`src/rtl/ltd_pkg.sv`:
```
`timescale 1ns / 1ps

package ltd_pkg;

    localparam int NODE_COUNT    = 1024;
    localparam int ALPHABET_SIZE = 26;

    localparam int NODE_W     = $clog2(NODE_COUNT);
    localparam int CNT_W      = $clog2(NODE_COUNT + 1);
    localparam int LETTER_W   = $clog2(ALPHABET_SIZE);
    localparam int SLOT_COUNT = NODE_COUNT * ALPHABET_SIZE;
    localparam int SLOT_W     = $clog2(SLOT_COUNT);

    localparam int OP_W     = 2;
    localparam int CHAR_W   = 8;
    localparam int STATUS_W = 3;
    localparam int NODE_INDEX_W = 10;

    localparam int QUEUE_DEPTH = 2;
    localparam int QPTR_W      = $clog2(QUEUE_DEPTH);
    localparam int QCNT_W      = $clog2(QUEUE_DEPTH + 1);

    localparam logic [OP_W-1:0] OP_INSERT = 2'd0;
    localparam logic [OP_W-1:0] OP_EXACT  = 2'd1;

    localparam logic [STATUS_W-1:0] ST_INSERTED  = 3'd0;
    localparam logic [STATUS_W-1:0] ST_DUPLICATE = 3'd1;
    localparam logic [STATUS_W-1:0] ST_INVALID   = 3'd2;
    localparam logic [STATUS_W-1:0] ST_POOL_FULL = 3'd3;
    localparam logic [STATUS_W-1:0] ST_FOUND     = 3'd4;
    localparam logic [STATUS_W-1:0] ST_NOT_FOUND = 3'd5;

    localparam logic [CHAR_W-1:0] CHAR_UPPER_A = 8'h41;
    localparam logic [CHAR_W-1:0] CHAR_LOWER_A = 8'h61;
    localparam logic [CHAR_W-1:0] CHAR_LOWER_Z = 8'h7A;

    typedef enum logic [1:0] {
        FAIL_NONE    = 2'd0,
        FAIL_INVALID = 2'd1,
        FAIL_POOL    = 2'd2,
        FAIL_MISS    = 2'd3
    } t_fail;

    typedef struct packed {
        logic                ok;
        logic [LETTER_W-1:0] idx;
    } t_letter;

    typedef struct packed {
        logic            first;
        logic            last;
        logic [OP_W-1:0] op;
        t_letter         letter;
    } t_cmd;

    typedef struct packed {
        logic [STATUS_W-1:0]     status;
        logic [NODE_INDEX_W-1:0] node;
    } t_result;

    // Case-folds a raw byte and maps it to a letter index.
    function automatic t_letter fold_letter(input logic [CHAR_W-1:0] c);
        logic [CHAR_W-1:0] u;
        logic [CHAR_W-1:0] d;
        t_letter           r;
        u = (c >= CHAR_LOWER_A && c <= CHAR_LOWER_Z) ? c - (CHAR_LOWER_A - CHAR_UPPER_A) : c;
        d = u - CHAR_UPPER_A;
        r.ok  = (u >= CHAR_UPPER_A) && (d < CHAR_W'(ALPHABET_SIZE));
        r.idx = d[LETTER_W-1:0];
        return r;
    endfunction

endpackage

```
`src/rtl/ltd_queue.sv`:
```
`timescale 1ns / 1ps

module ltd_queue import ltd_pkg::*; (
    input  logic i_clk,
    input  logic i_rst_n,
    input  logic i_push,
    input  t_cmd i_cmd,
    output logic o_full,
    input  logic i_pop,
    output logic o_empty,
    output t_cmd o_cmd
);

    t_cmd              r_mem [QUEUE_DEPTH];
    logic [QPTR_W-1:0] r_wr_ptr;
    logic [QPTR_W-1:0] r_rd_ptr;
    logic [QCNT_W-1:0] r_count;
    logic              wr_en;
    logic              rd_en;

    assign o_full  = (r_count == QCNT_W'(QUEUE_DEPTH));
    assign o_empty = (r_count == '0);
    assign o_cmd   = r_mem[r_rd_ptr];
    assign wr_en   = i_push & ~o_full;
    assign rd_en   = i_pop & ~o_empty;

    always_ff @(posedge i_clk) begin
        if (wr_en) begin
            r_mem[r_wr_ptr] <= i_cmd;
        end
    end

    always_ff @(posedge i_clk) begin
        if (!i_rst_n) begin
            r_wr_ptr <= '0;
            r_rd_ptr <= '0;
            r_count  <= '0;
        end else begin
            if (wr_en) begin
                r_wr_ptr <= (r_wr_ptr == QPTR_W'(QUEUE_DEPTH - 1)) ? '0 : r_wr_ptr + 1'b1;
            end
            if (rd_en) begin
                r_rd_ptr <= (r_rd_ptr == QPTR_W'(QUEUE_DEPTH - 1)) ? '0 : r_rd_ptr + 1'b1;
            end
            if (wr_en && !rd_en) begin
                r_count <= r_count + 1'b1;
            end else if (rd_en && !wr_en) begin
                r_count <= r_count - 1'b1;
            end
        end
    end

endmodule

```
`config.mk`:
```
export PLATFORM = sky130hd
export DESIGN_NAME = ltd_queue
export DESIGN_NICKNAME = d
export VERILOG_FILES = /design/src/rtl/ltd_pkg.sv /design/src/rtl/ltd_queue.sv
export SDC_FILE = /design/constraint.sdc
export NUM_CORES = 1
export LEC_CHECK = 0
export ABC_AREA = 1
export BUFFER_PORTS_ARGS = -buffer_cell sky130_fd_sc_hd__buf_2
export CAP_MARGIN = 0
export CORE_UTILIZATION = 45
export CTS_CLUSTER_DIAMETER = 200
export DETAILED_ROUTE_END_ITERATION = 7
export PLACE_DENSITY = 0.77
export SYNTH_ARGS = -nofsm -noshare
export SYNTH_HDL_FRONTEND = slang
export SYNTH_SLANG_ARGS = --single-unit
```
`constraint.sdc`:
```
create_clock -name i_clk -period 1.5 [get_ports i_clk]
set_clock_uncertainty 0.1 [all_clocks]
set_input_delay 0.225 -clock i_clk [delete_from_list [all_inputs] [get_ports i_clk]]
set_output_delay 0.225 -clock i_clk [all_outputs]
set_load 0.01 [all_outputs]
```
==> results_dict.tcl <==
set metrics [dict create \
    outcome "finished with violations" \
    violations "negative setup slack" \
    fin_nets 129 \
    crit_chain "clkbuf_16 -> mux2_4 -> buf_6" \
    setup_viol 10 \
    layout-drive-gt1-share_pct 50.4 \
    wire_per_inst_microns 14.6 \
    ys_ff_latch 25 \
    via_per_inst 4.79 \
    critPathBufInv 2 \
    required_ns 1.17 \
    synth_largest_area_cell "edfxtp_1" \
    die_w_microns 48.5 \
    post-route-period-util_pct 108 \
    clk_path_buf_depth 2 \
    track_usage_pct 16.6 \
    yosysUniqueCellTypes 16 \
    die_area_sq_um 2350 \
    max_stage_delay_ns 0.40 \
    cp.arrival_ns 1.29 \
    grt_pass1_vias 664 \
    rsz0062_at_grt "true" \
    slew_headroom_pct 89.6 \
    synthTopCellsByCount "edfxtp_1, mux2_2, nor2_1" \
    clk_pin_slew_ns 0.13 \
    max_freq_mhz 619 \
    synth_area_leaders "edfxtp_1, mux2_2, dfxtp_1" \
    place.gp.congestion 0.659 \
    start_kind "flop" \
    initial_core_util_pct 48.6 \
    final_cells 140 \
    clock_sinks 25 \
    p_leak_nw 0.598 \
    fillerInstances 138 \
    grtUsageMet1_pct 16.0 \
    io_pins 26 \
    synth_edf_count 20 \
    yosysSeqAreaShare_pct 72.0 \
    grt_overflow 0 \
    areaGrowthSynthToFinish_pct 48.8 \
    hold_viol_final 0 \
    vias 671 \
    ys.flop_type "edfxtp_1" \
    met3_usage_pct 3.14 \
    ir_drop_mv 1.10 \
    synth_nets 84 \
    period_needed_ns 1.62 \
    crit_family "flip-flops" \
    dpl.cell_count 123 \
    core-area_sq_um 2000 \
    route.detailed.drc 0 \
    rows 16 \
    wl_microns 2040 \
    yosys_warnings 0 \
    first_iter_violations 11 \
    syn_area_sq_um 973 \
    cp-end-kind "output pin" \
    fin_ws_ns -0.116 \
    tightestPinTransition_ns 0.155 \
    diodes 0 \
    drv_slew 0 \
    synth.avg_cell_area_sq_um 14.1 \
    grt_pass1_wl_microns 2810 \
    hpwl_microns 1080 \
    crit_fanout 5 \
    hp-class "input port to flop" \
    timing.hold.ws_ns 0.0533 \
    met2_usage_pct 31.9 \
    grt_max_degree 15 \
    die_y_microns 48.5 \
    antenna_left 0 \
    yosysMostFrequentCell "edfxtp_1" \
    critPathSlowestCell "dfxtp_4" \
    synth_top_area_share_pct 61.7 \
    dr.pass1.iters 4 \
    portBuffers 25 \
    p_per_area_nw_per_um2 1500 \
    critical_path_class "flop to output pin" \
    cts_made_buffers 3 \
    htreeDepth 1 \
    async_flop_share_pct 0 \
    clkLatencyLatePin_ns 0.31 \
    top_usage_layer "met2" \
    grt_antenna_before_repair 0 \
    tns_ns -1.04 \
    synth_cells 69 \
    cts_tree "built" \
    cap_violations 0 \
    cts_root_buf "clkbuf_4" \
]
==> layer usage <==
metal  routed length (microns)  vias to the layer above
met5                         0                        -
met4                        68                        0
met3                        66                        6
met2                      1160                       22
met1                       746                      320
li1                          -                      323
==> cell families after synthesis <==
kind of cell,count (synthesis),synth area share [%]
adders and majority gates,1,1.29
AOI/OAI and AO/OA,4,2.44
muxes,10,11.6
DFF,25,72.0
and+or+nand+nor,19,8.74
buffers and inverters,10,3.98
==> metrics by stage <==
step / setup slack, ns / instance area, sq um / util (%) / power, mW
after floorplan: 0.00708 / 973 / - / 1.35
after global placement: 0.0542 / 1160 / 58.1 / 1.55
after detailed placement: -0.0402 / 1160 / 58.1 / 1.58
after CTS: -0.110 / 1340 / 66.7 / 1.97
after global routing: -0.166 / 1450 / 72.4 / 2.29
final: -0.116 / 1450 / 72.4 / 2.18
==> where the power goes <==
group	internal (mW)	leakage, nW	switching [mW]
clock	0.0997	0.0177	0.193
sequential	0.898	0.230	0.0871
combinational	0.496	0.351	0.405
==> final cells by class <==
class / instances / area [sq um] / share of cell area, %
clock buffer: 3 / 22.5 / 1.55
clock inverter: 1 / 5.00 / 0.345
inverter: 9 / 33.8 / 2.33
multi-input combinational: 34 / 282 / 19.4
sequential: 25 / 709 / 49.0
tap: 27 / 33.8 / 2.33
timing repair buffer: 41 / 363 / 25.0
==> flip-flops by register name (all words and copies together), names as in the netlist, named ones only <==
name / cells
r_mem: 20
r_wr_ptr: 1
r_rd_ptr: 1
r_count: 2
==> cell usage in the layout, fill, tap and decap left out, drive strengths merged <==
master / synthesis / final
buf: 1 / 30
edfxtp: 20 / 20
nor2: 11 / 11
dlygate4sd3: 0 / 10
mux2: 10 / 10
inv: 9 / 9
nand2: 6 / 6
dfxtp: 5 / 5
clkbuf: 0 / 4
o21ai: 3 / 3
nand3: 1 / 1
nand4: 1 / 1
a21oi: 1 / 1
ha: 1 / 1
clkinv: 0 / 1
==> worst register-to-register path, cell delays in order, from the launching register on <==
cell and delay, ns:
dfxtp_2 0.37, inv_2 0.06, o21ai_4 0.18, inv_2 0.08, ha_4 0.24, inv_2 0.07, nand3_1 0.09, nand2_1 0.06
inv_1 0.04, nor2_1 0.08
==> final timing paths <==
| path | slack, ns | depth (start not counted) | end | startpoint |
|---|---|---|---|---|
| worst max-delay path | -0.12 | 3 | o_cmd[9] | flop |
| worst min-delay path | 0.05 | 3 | r_count[1] | i_rst_n |
| worst max register to register | 0.08 | 9 | r_count[1] | r_count[1] |
| worst min register to register | 0.41 | 2 | r_rd_ptr | r_rd_ptr |
==> what timing repair did <==
| item | CTS | global route |
|---|---|---|
| endpoints found under the hold margin | 17 | 2 |
| setup endpoints to repair | 11 | 12 |
| pin swaps | 0 | 1 |
| cloned | 0 | 1 |
| buffers inserted | 0 | 2 |
| gates resized for setup | 11 | 15 |
| hold buffers | 9 | 1 |
(Power assumes the default switching activity.)
