--- config.mk ---
export PLATFORM = sky130hd
export DESIGN_NAME = ltd_front
export DESIGN_NICKNAME = d
export VERILOG_FILES = /design/src/rtl/ltd_pkg.sv /design/src/rtl/ltd_front.sv
export SDC_FILE = /design/constraint.sdc
export NUM_CORES = 1
export LEC_CHECK = 0
export BUFFER_PORTS_ARGS = -buffer_cell sky130_fd_sc_hd__buf_2
export CAP_MARGIN = 20
export CORE_AREA = 2 2 39 41
export DETAILED_ROUTE_END_ITERATION = 7
export DIE_AREA = 0 0 41 43
export PLACE_DENSITY_LB_ADDON = 0.15
export SLEW_MARGIN = 5
export SYNTH_ARGS = -nofsm -noshare
export SYNTH_HDL_FRONTEND = slang
export SYNTH_SLANG_ARGS = --single-unit
--- constraint.sdc ---
create_clock -name i_clk -period 2.6 [get_ports i_clk]
set_clock_uncertainty 0.1 [all_clocks]
set_input_delay 0.52 -clock i_clk [delete_from_list [all_inputs] [get_ports i_clk]]
set_output_delay 0.52 -clock i_clk [all_outputs]
set_load 0.02 [all_outputs]
--- src/rtl/ltd_pkg.sv ---
`timescale 1ns / 1ps

package ltd_pkg;

    localparam int NODE_COUNT    = 1024;
    localparam int ALPHABET_SIZE = 26;

    localparam int NODE_W     = $clog2(NODE_COUNT);
    localparam int CNT_W      = $clog2(NODE_COUNT + 1);
    localparam int LETTER_W   = $clog2(ALPHABET_SIZE);
    localparam int SLOT_COUNT = NODE_COUNT * ALPHABET_SIZE;
    localparam int SLOT_W     = $clog2(SLOT_COUNT);

    localparam int OP_W     = 2;
    localparam int CHAR_W   = 8;
    localparam int STATUS_W = 3;
    localparam int NODE_INDEX_W = 10;

    localparam int QUEUE_DEPTH = 2;
    localparam int QPTR_W      = $clog2(QUEUE_DEPTH);
    localparam int QCNT_W      = $clog2(QUEUE_DEPTH + 1);

    localparam logic [OP_W-1:0] OP_INSERT = 2'd0;
    localparam logic [OP_W-1:0] OP_EXACT  = 2'd1;

    localparam logic [STATUS_W-1:0] ST_INSERTED  = 3'd0;
    localparam logic [STATUS_W-1:0] ST_DUPLICATE = 3'd1;
    localparam logic [STATUS_W-1:0] ST_INVALID   = 3'd2;
    localparam logic [STATUS_W-1:0] ST_POOL_FULL = 3'd3;
    localparam logic [STATUS_W-1:0] ST_FOUND     = 3'd4;
    localparam logic [STATUS_W-1:0] ST_NOT_FOUND = 3'd5;

    localparam logic [CHAR_W-1:0] CHAR_UPPER_A = 8'h41;
    localparam logic [CHAR_W-1:0] CHAR_LOWER_A = 8'h61;
    localparam logic [CHAR_W-1:0] CHAR_LOWER_Z = 8'h7A;

    typedef enum logic [1:0] {
        FAIL_NONE    = 2'd0,
        FAIL_INVALID = 2'd1,
        FAIL_POOL    = 2'd2,
        FAIL_MISS    = 2'd3
    } t_fail;

    typedef struct packed {
        logic                ok;
        logic [LETTER_W-1:0] idx;
    } t_letter;

    typedef struct packed {
        logic            first;
        logic            last;
        logic [OP_W-1:0] op;
        t_letter         letter;
    } t_cmd;

    typedef struct packed {
        logic [STATUS_W-1:0]     status;
        logic [NODE_INDEX_W-1:0] node;
    } t_result;

    // Case-folds a raw byte and maps it to a letter index.
    function automatic t_letter fold_letter(input logic [CHAR_W-1:0] c);
        logic [CHAR_W-1:0] u;
        logic [CHAR_W-1:0] d;
        t_letter           r;
        u = (c >= CHAR_LOWER_A && c <= CHAR_LOWER_Z) ? c - (CHAR_LOWER_A - CHAR_UPPER_A) : c;
        d = u - CHAR_UPPER_A;
        r.ok  = (u >= CHAR_UPPER_A) && (d < CHAR_W'(ALPHABET_SIZE));
        r.idx = d[LETTER_W-1:0];
        return r;
    endfunction

endpackage

--- src/rtl/ltd_front.sv ---
`timescale 1ns / 1ps

module ltd_front import ltd_pkg::*; (
    input  logic              i_clk,
    input  logic              i_rst_n,
    input  logic              i_push,
    input  logic [OP_W-1:0]   i_opcode,
    input  logic [CHAR_W-1:0] i_char_code,
    input  logic              i_last_char,
    input  logic              i_busy,
    input  logic              i_q_full,
    output logic              o_full,
    output logic              o_q_push,
    output t_cmd              o_q_cmd
);

    logic            r_in_word;
    logic [OP_W-1:0] r_op;
    logic            n_in_word;
    logic [OP_W-1:0] n_op;

    assign o_full   = i_q_full | i_busy;
    assign o_q_push = i_push & ~o_full;

    // opcode is taken from the first request of a word only
    assign o_q_cmd.first  = ~r_in_word;
    assign o_q_cmd.last   = i_last_char;
    assign o_q_cmd.op     = r_in_word ? r_op : i_opcode;
    assign o_q_cmd.letter = fold_letter(i_char_code);

    always_comb begin
        n_in_word = r_in_word;
        n_op      = r_op;
        if (o_q_push) begin
            n_in_word = ~i_last_char;
            n_op      = o_q_cmd.op;
        end
    end

    always_ff @(posedge i_clk) begin
        if (!i_rst_n) begin
            r_in_word <= 1'b0;
            r_op      <= OP_INSERT;
        end else begin
            r_in_word <= n_in_word;
            r_op      <= n_op;
        end
    end

endmodule

==> impl_metrics.json <==
{
  "syn_area_per_cell_um2": 7.55,
  "cts_made_buffers": 3,
  "die_area_um2": 1760,
  "fmax_mhz": 370,
  "grt_pass1_wl_mm": 1.97,
  "gp_congestion": 0.850,
  "slowest_stage": "or4b_4",
  "cts.clk_slew.worst_paths_ps": 40,
  "synth_edf_count": 0,
  "synth.most_common_cell": "inv_1",
  "ys_warn_count": 0,
  "critPathMaxFanout": 3,
  "fin_total_pwr_mw": 0.251,
  "endpoint_kind": "primary output",
  "crit_path_start_kind": "input pin",
  "syn_to_final_growth_pct": 85.1,
  "insertion_delay_ps": 220,
  "synthTopCellsByArea": "dfxtp_1 14%, ha_1 11%, inv_1 6.9%",
  "antenna_found_initial": 0,
  "setup_violations": 1,
  "worstHoldStart": "r_op[1]",
  "synthArstFlopShare_pct": 0,
  "layout_min_cycle_time_ps": 2700,
  "cap_violations": 0,
  "avgViaCountPerCell": 4.73,
  "power_density_nw_per_um2": 310,
  "rsz0062_at_grt": "yes",
  "crit_arrival_ps": 2080,
  "reg2reg_to": "r_op[0]",
  "maxSlewHeadroom_pct": 77.5,
  "grt_max_degree": 7,
  "r2r-start": "r_in_word",
  "drc": 0,
  "grt_pass1_vias": 498,
  "grt_util_met3_pct": 1.57,
  "synthDistinctLibCells": 28,
  "reg2reg_slack_ps": 1440,
  "path_class": "in2out",
  "hold_ws_ps": 430,
  "crit_buf_inv": 3,
  "gr-total-overflow": 0,
  "final_nets": 126,
  "core_um2": 1380,
  "min_delay_worst_endpoint": "r_op[1]",
  "synth_common_cells": "8 x inv_1, 7 x nand2_1, 6 x nor2_1",
  "grt_util_met2_pct": 28.4,
  "drv_slew": 0,
  "leakagePower_nw": 0.399,
  "crit_path_max_incr_delay_ps": 470,
  "hp-class": "reg2reg",
  "path_cells": "buf_8 -> clkinvlp_4 -> ha_4 -> or4b_4 -> o221a_1 -> a41oi_2 -> a2111oi_4 -> buf_4",
  "finish.utilization_pct": 58.6,
  "die_w_um": 41,
  "violations": "setup timing",
  "whs_path_depth": 2,
  "ys_seq_area_share_pct": 13.7,
  "dp.final_hpwl_mm": 1.02,
  "worst_pin_slew_ps": 336,
  "start_util_pct": 31.6,
  "io_buffers": 27,
  "cts_tree": "done",
  "yosysTopAreaCell": "dfxtp_1",
  "grtUsageMet1_pct": 18.6,
  "syn-num-nets": 78,
  "cts-root-buf": "clkbuf_4",
  "cts.sinks": 3,
  "worst_ep_required_time_ps": 1980,
  "yosys_register_bits": 3,
  "clockBufferDepth": 2,
  "antenna_cells": 0,
  "grt_usage_pct": 15.5,
  "vias": 572,
  "dp.cells": 114,
  "pin_count": 28,
  "gr-max-usage-layer": "met2",
  "layout-drive-gt1-share_pct": 59.0,
  "rows": 14,
  "drt_iter0_drc": 9,
  "fin_ws_ps": -102,
  "netlist_area_um2": 438,
  "wl_per_cell_um": 10.4,
  "peakVddDrop_mv": 0.316,
  "status": "finished, violations left",
  "synth_ff_type": "dfxtp_1",
  "syn-instance-count": 58,
  "report.final.hold_viol_count": 0,
  "synth_top_area_share_pct": 13.7,
  "drt_wl_total_mm": 1.26,
  "first_pass_iters": 4,
  "post-route-period-util_pct": 104,
  "reg2reg_depth": 3,
  "die_h_um": 43,
  "ant_nets": 0,
  "htree_levels": 1,
  "path_delay_family": "compound AO/OA/AOI/OAI gates",
  "layout.cells.non_filler": 121
}
## flip-flops by register name, summed over array words and instances (netlist names)
name,cells
r_in_word,1
r_op,2
## kinds of logic (layout without fill, tap and decap cells)
group,Yosys count,after routing,share of synthesized area (%)
buf+inv,9,56,8.57
simple gates,22,22,25.1
xor+xnor,2,2,4.00
flops,3,3,13.7
mux,4,4,9.71
compound gates,14,14,27.4
fa+ha+maj,4,4,11.4
## layout make-up
cell class | count | area, um^2
flip-flops and latches | 3 | 60.1
clock buffers | 4 | 26.3
inverters | 8 | 36.3
multi-input cells | 46 | 387
fillers | 133 | 573
well taps | 16 | 20.0
repair buffers | 44 | 282
## routing by layer
metal | part of all wire (%) | wire length [um] | vias up
li1 | - | - | 302
met1 | 41 | 517 | 256
met2 | 54 | 684 | 14
met3 | 4.8 | 61 | 0
met4 | 0 | 0 | 0
met5 | 0 | 0 | -
## stage by stage
stage / worst slack, ps / TNS (ps) / area [um^2]
2_1_floorplan: 19.5 / 0 / 467
3_3_place_gp: -140 / -140 / 719
3_5_place_dp: -167 / -167 / 719
4_1_cts: -96.1 / -96.1 / 788
5_1_grt: -181 / -181 / 811
6_report: -102 / -102 / 811
## how the worst max path moves through the flow
stage,to,slack [ps],depth (start not counted),start
2_1_floorplan,o_q_cmd[5],20,7,i_char_code[0]
3_3_place_gp,o_q_cmd[5],-140,8,i_char_code[1]
3_5_place_dp,o_q_cmd[5],-170,8,i_char_code[1]
4_1_cts,o_q_cmd[5],-100,8,i_char_code[0]
5_1_grt,o_q_cmd[5],-180,9,i_char_code[0]
6_report,o_q_cmd[5],-100,8,i_char_code[0]
## what timing repair did
item | 4_1_cts | 5_1_grt
gates resized for setup | 7 | 7
setup endpoints to repair | 1 | 1
hold buffers | 0 | 0
pin swaps | 5 | 4
buffers inserted | 3 | 0
## placed cells by master (no fill, tap or decap), types with 2 or more instances in the layout
| master | synthesis | layout |
|---|---|---|
| ha_1 | 4 | 2 |
| nand2_1 | 7 | 7 |
| mux2i_1 | 2 | 2 |
| inv_1 | 8 | 6 |
| nor2_1 | 6 | 6 |
| dfxtp_1 | 3 | 3 |
| o21ai_2 | 0 | 3 |
| mux2_2 | 2 | 2 |
| buf_4 | 1 | 18 |
| buf_2 | 0 | 24 |
| nand4_1 | 2 | 2 |
| nor2b_1 | 3 | 3 |
| clkbuf_4 | 0 | 3 |
## worst register-to-register path, stage by stage, from the launching register on
cell and delay, ps:
dfxtp_1 370, mux2_2 360, mux2i_1 150, nor2b_1 60
## power breakdown
| part | switching [mW] | internal, mW |
|---|---|---|
| logic | 0.0609 | 0.0602 |
| clock network | 0.0232 | 0.0575 |
| registers | 0.00132 | 0.0481 |
No activity file was read; power rests on OpenSTA's default activity.
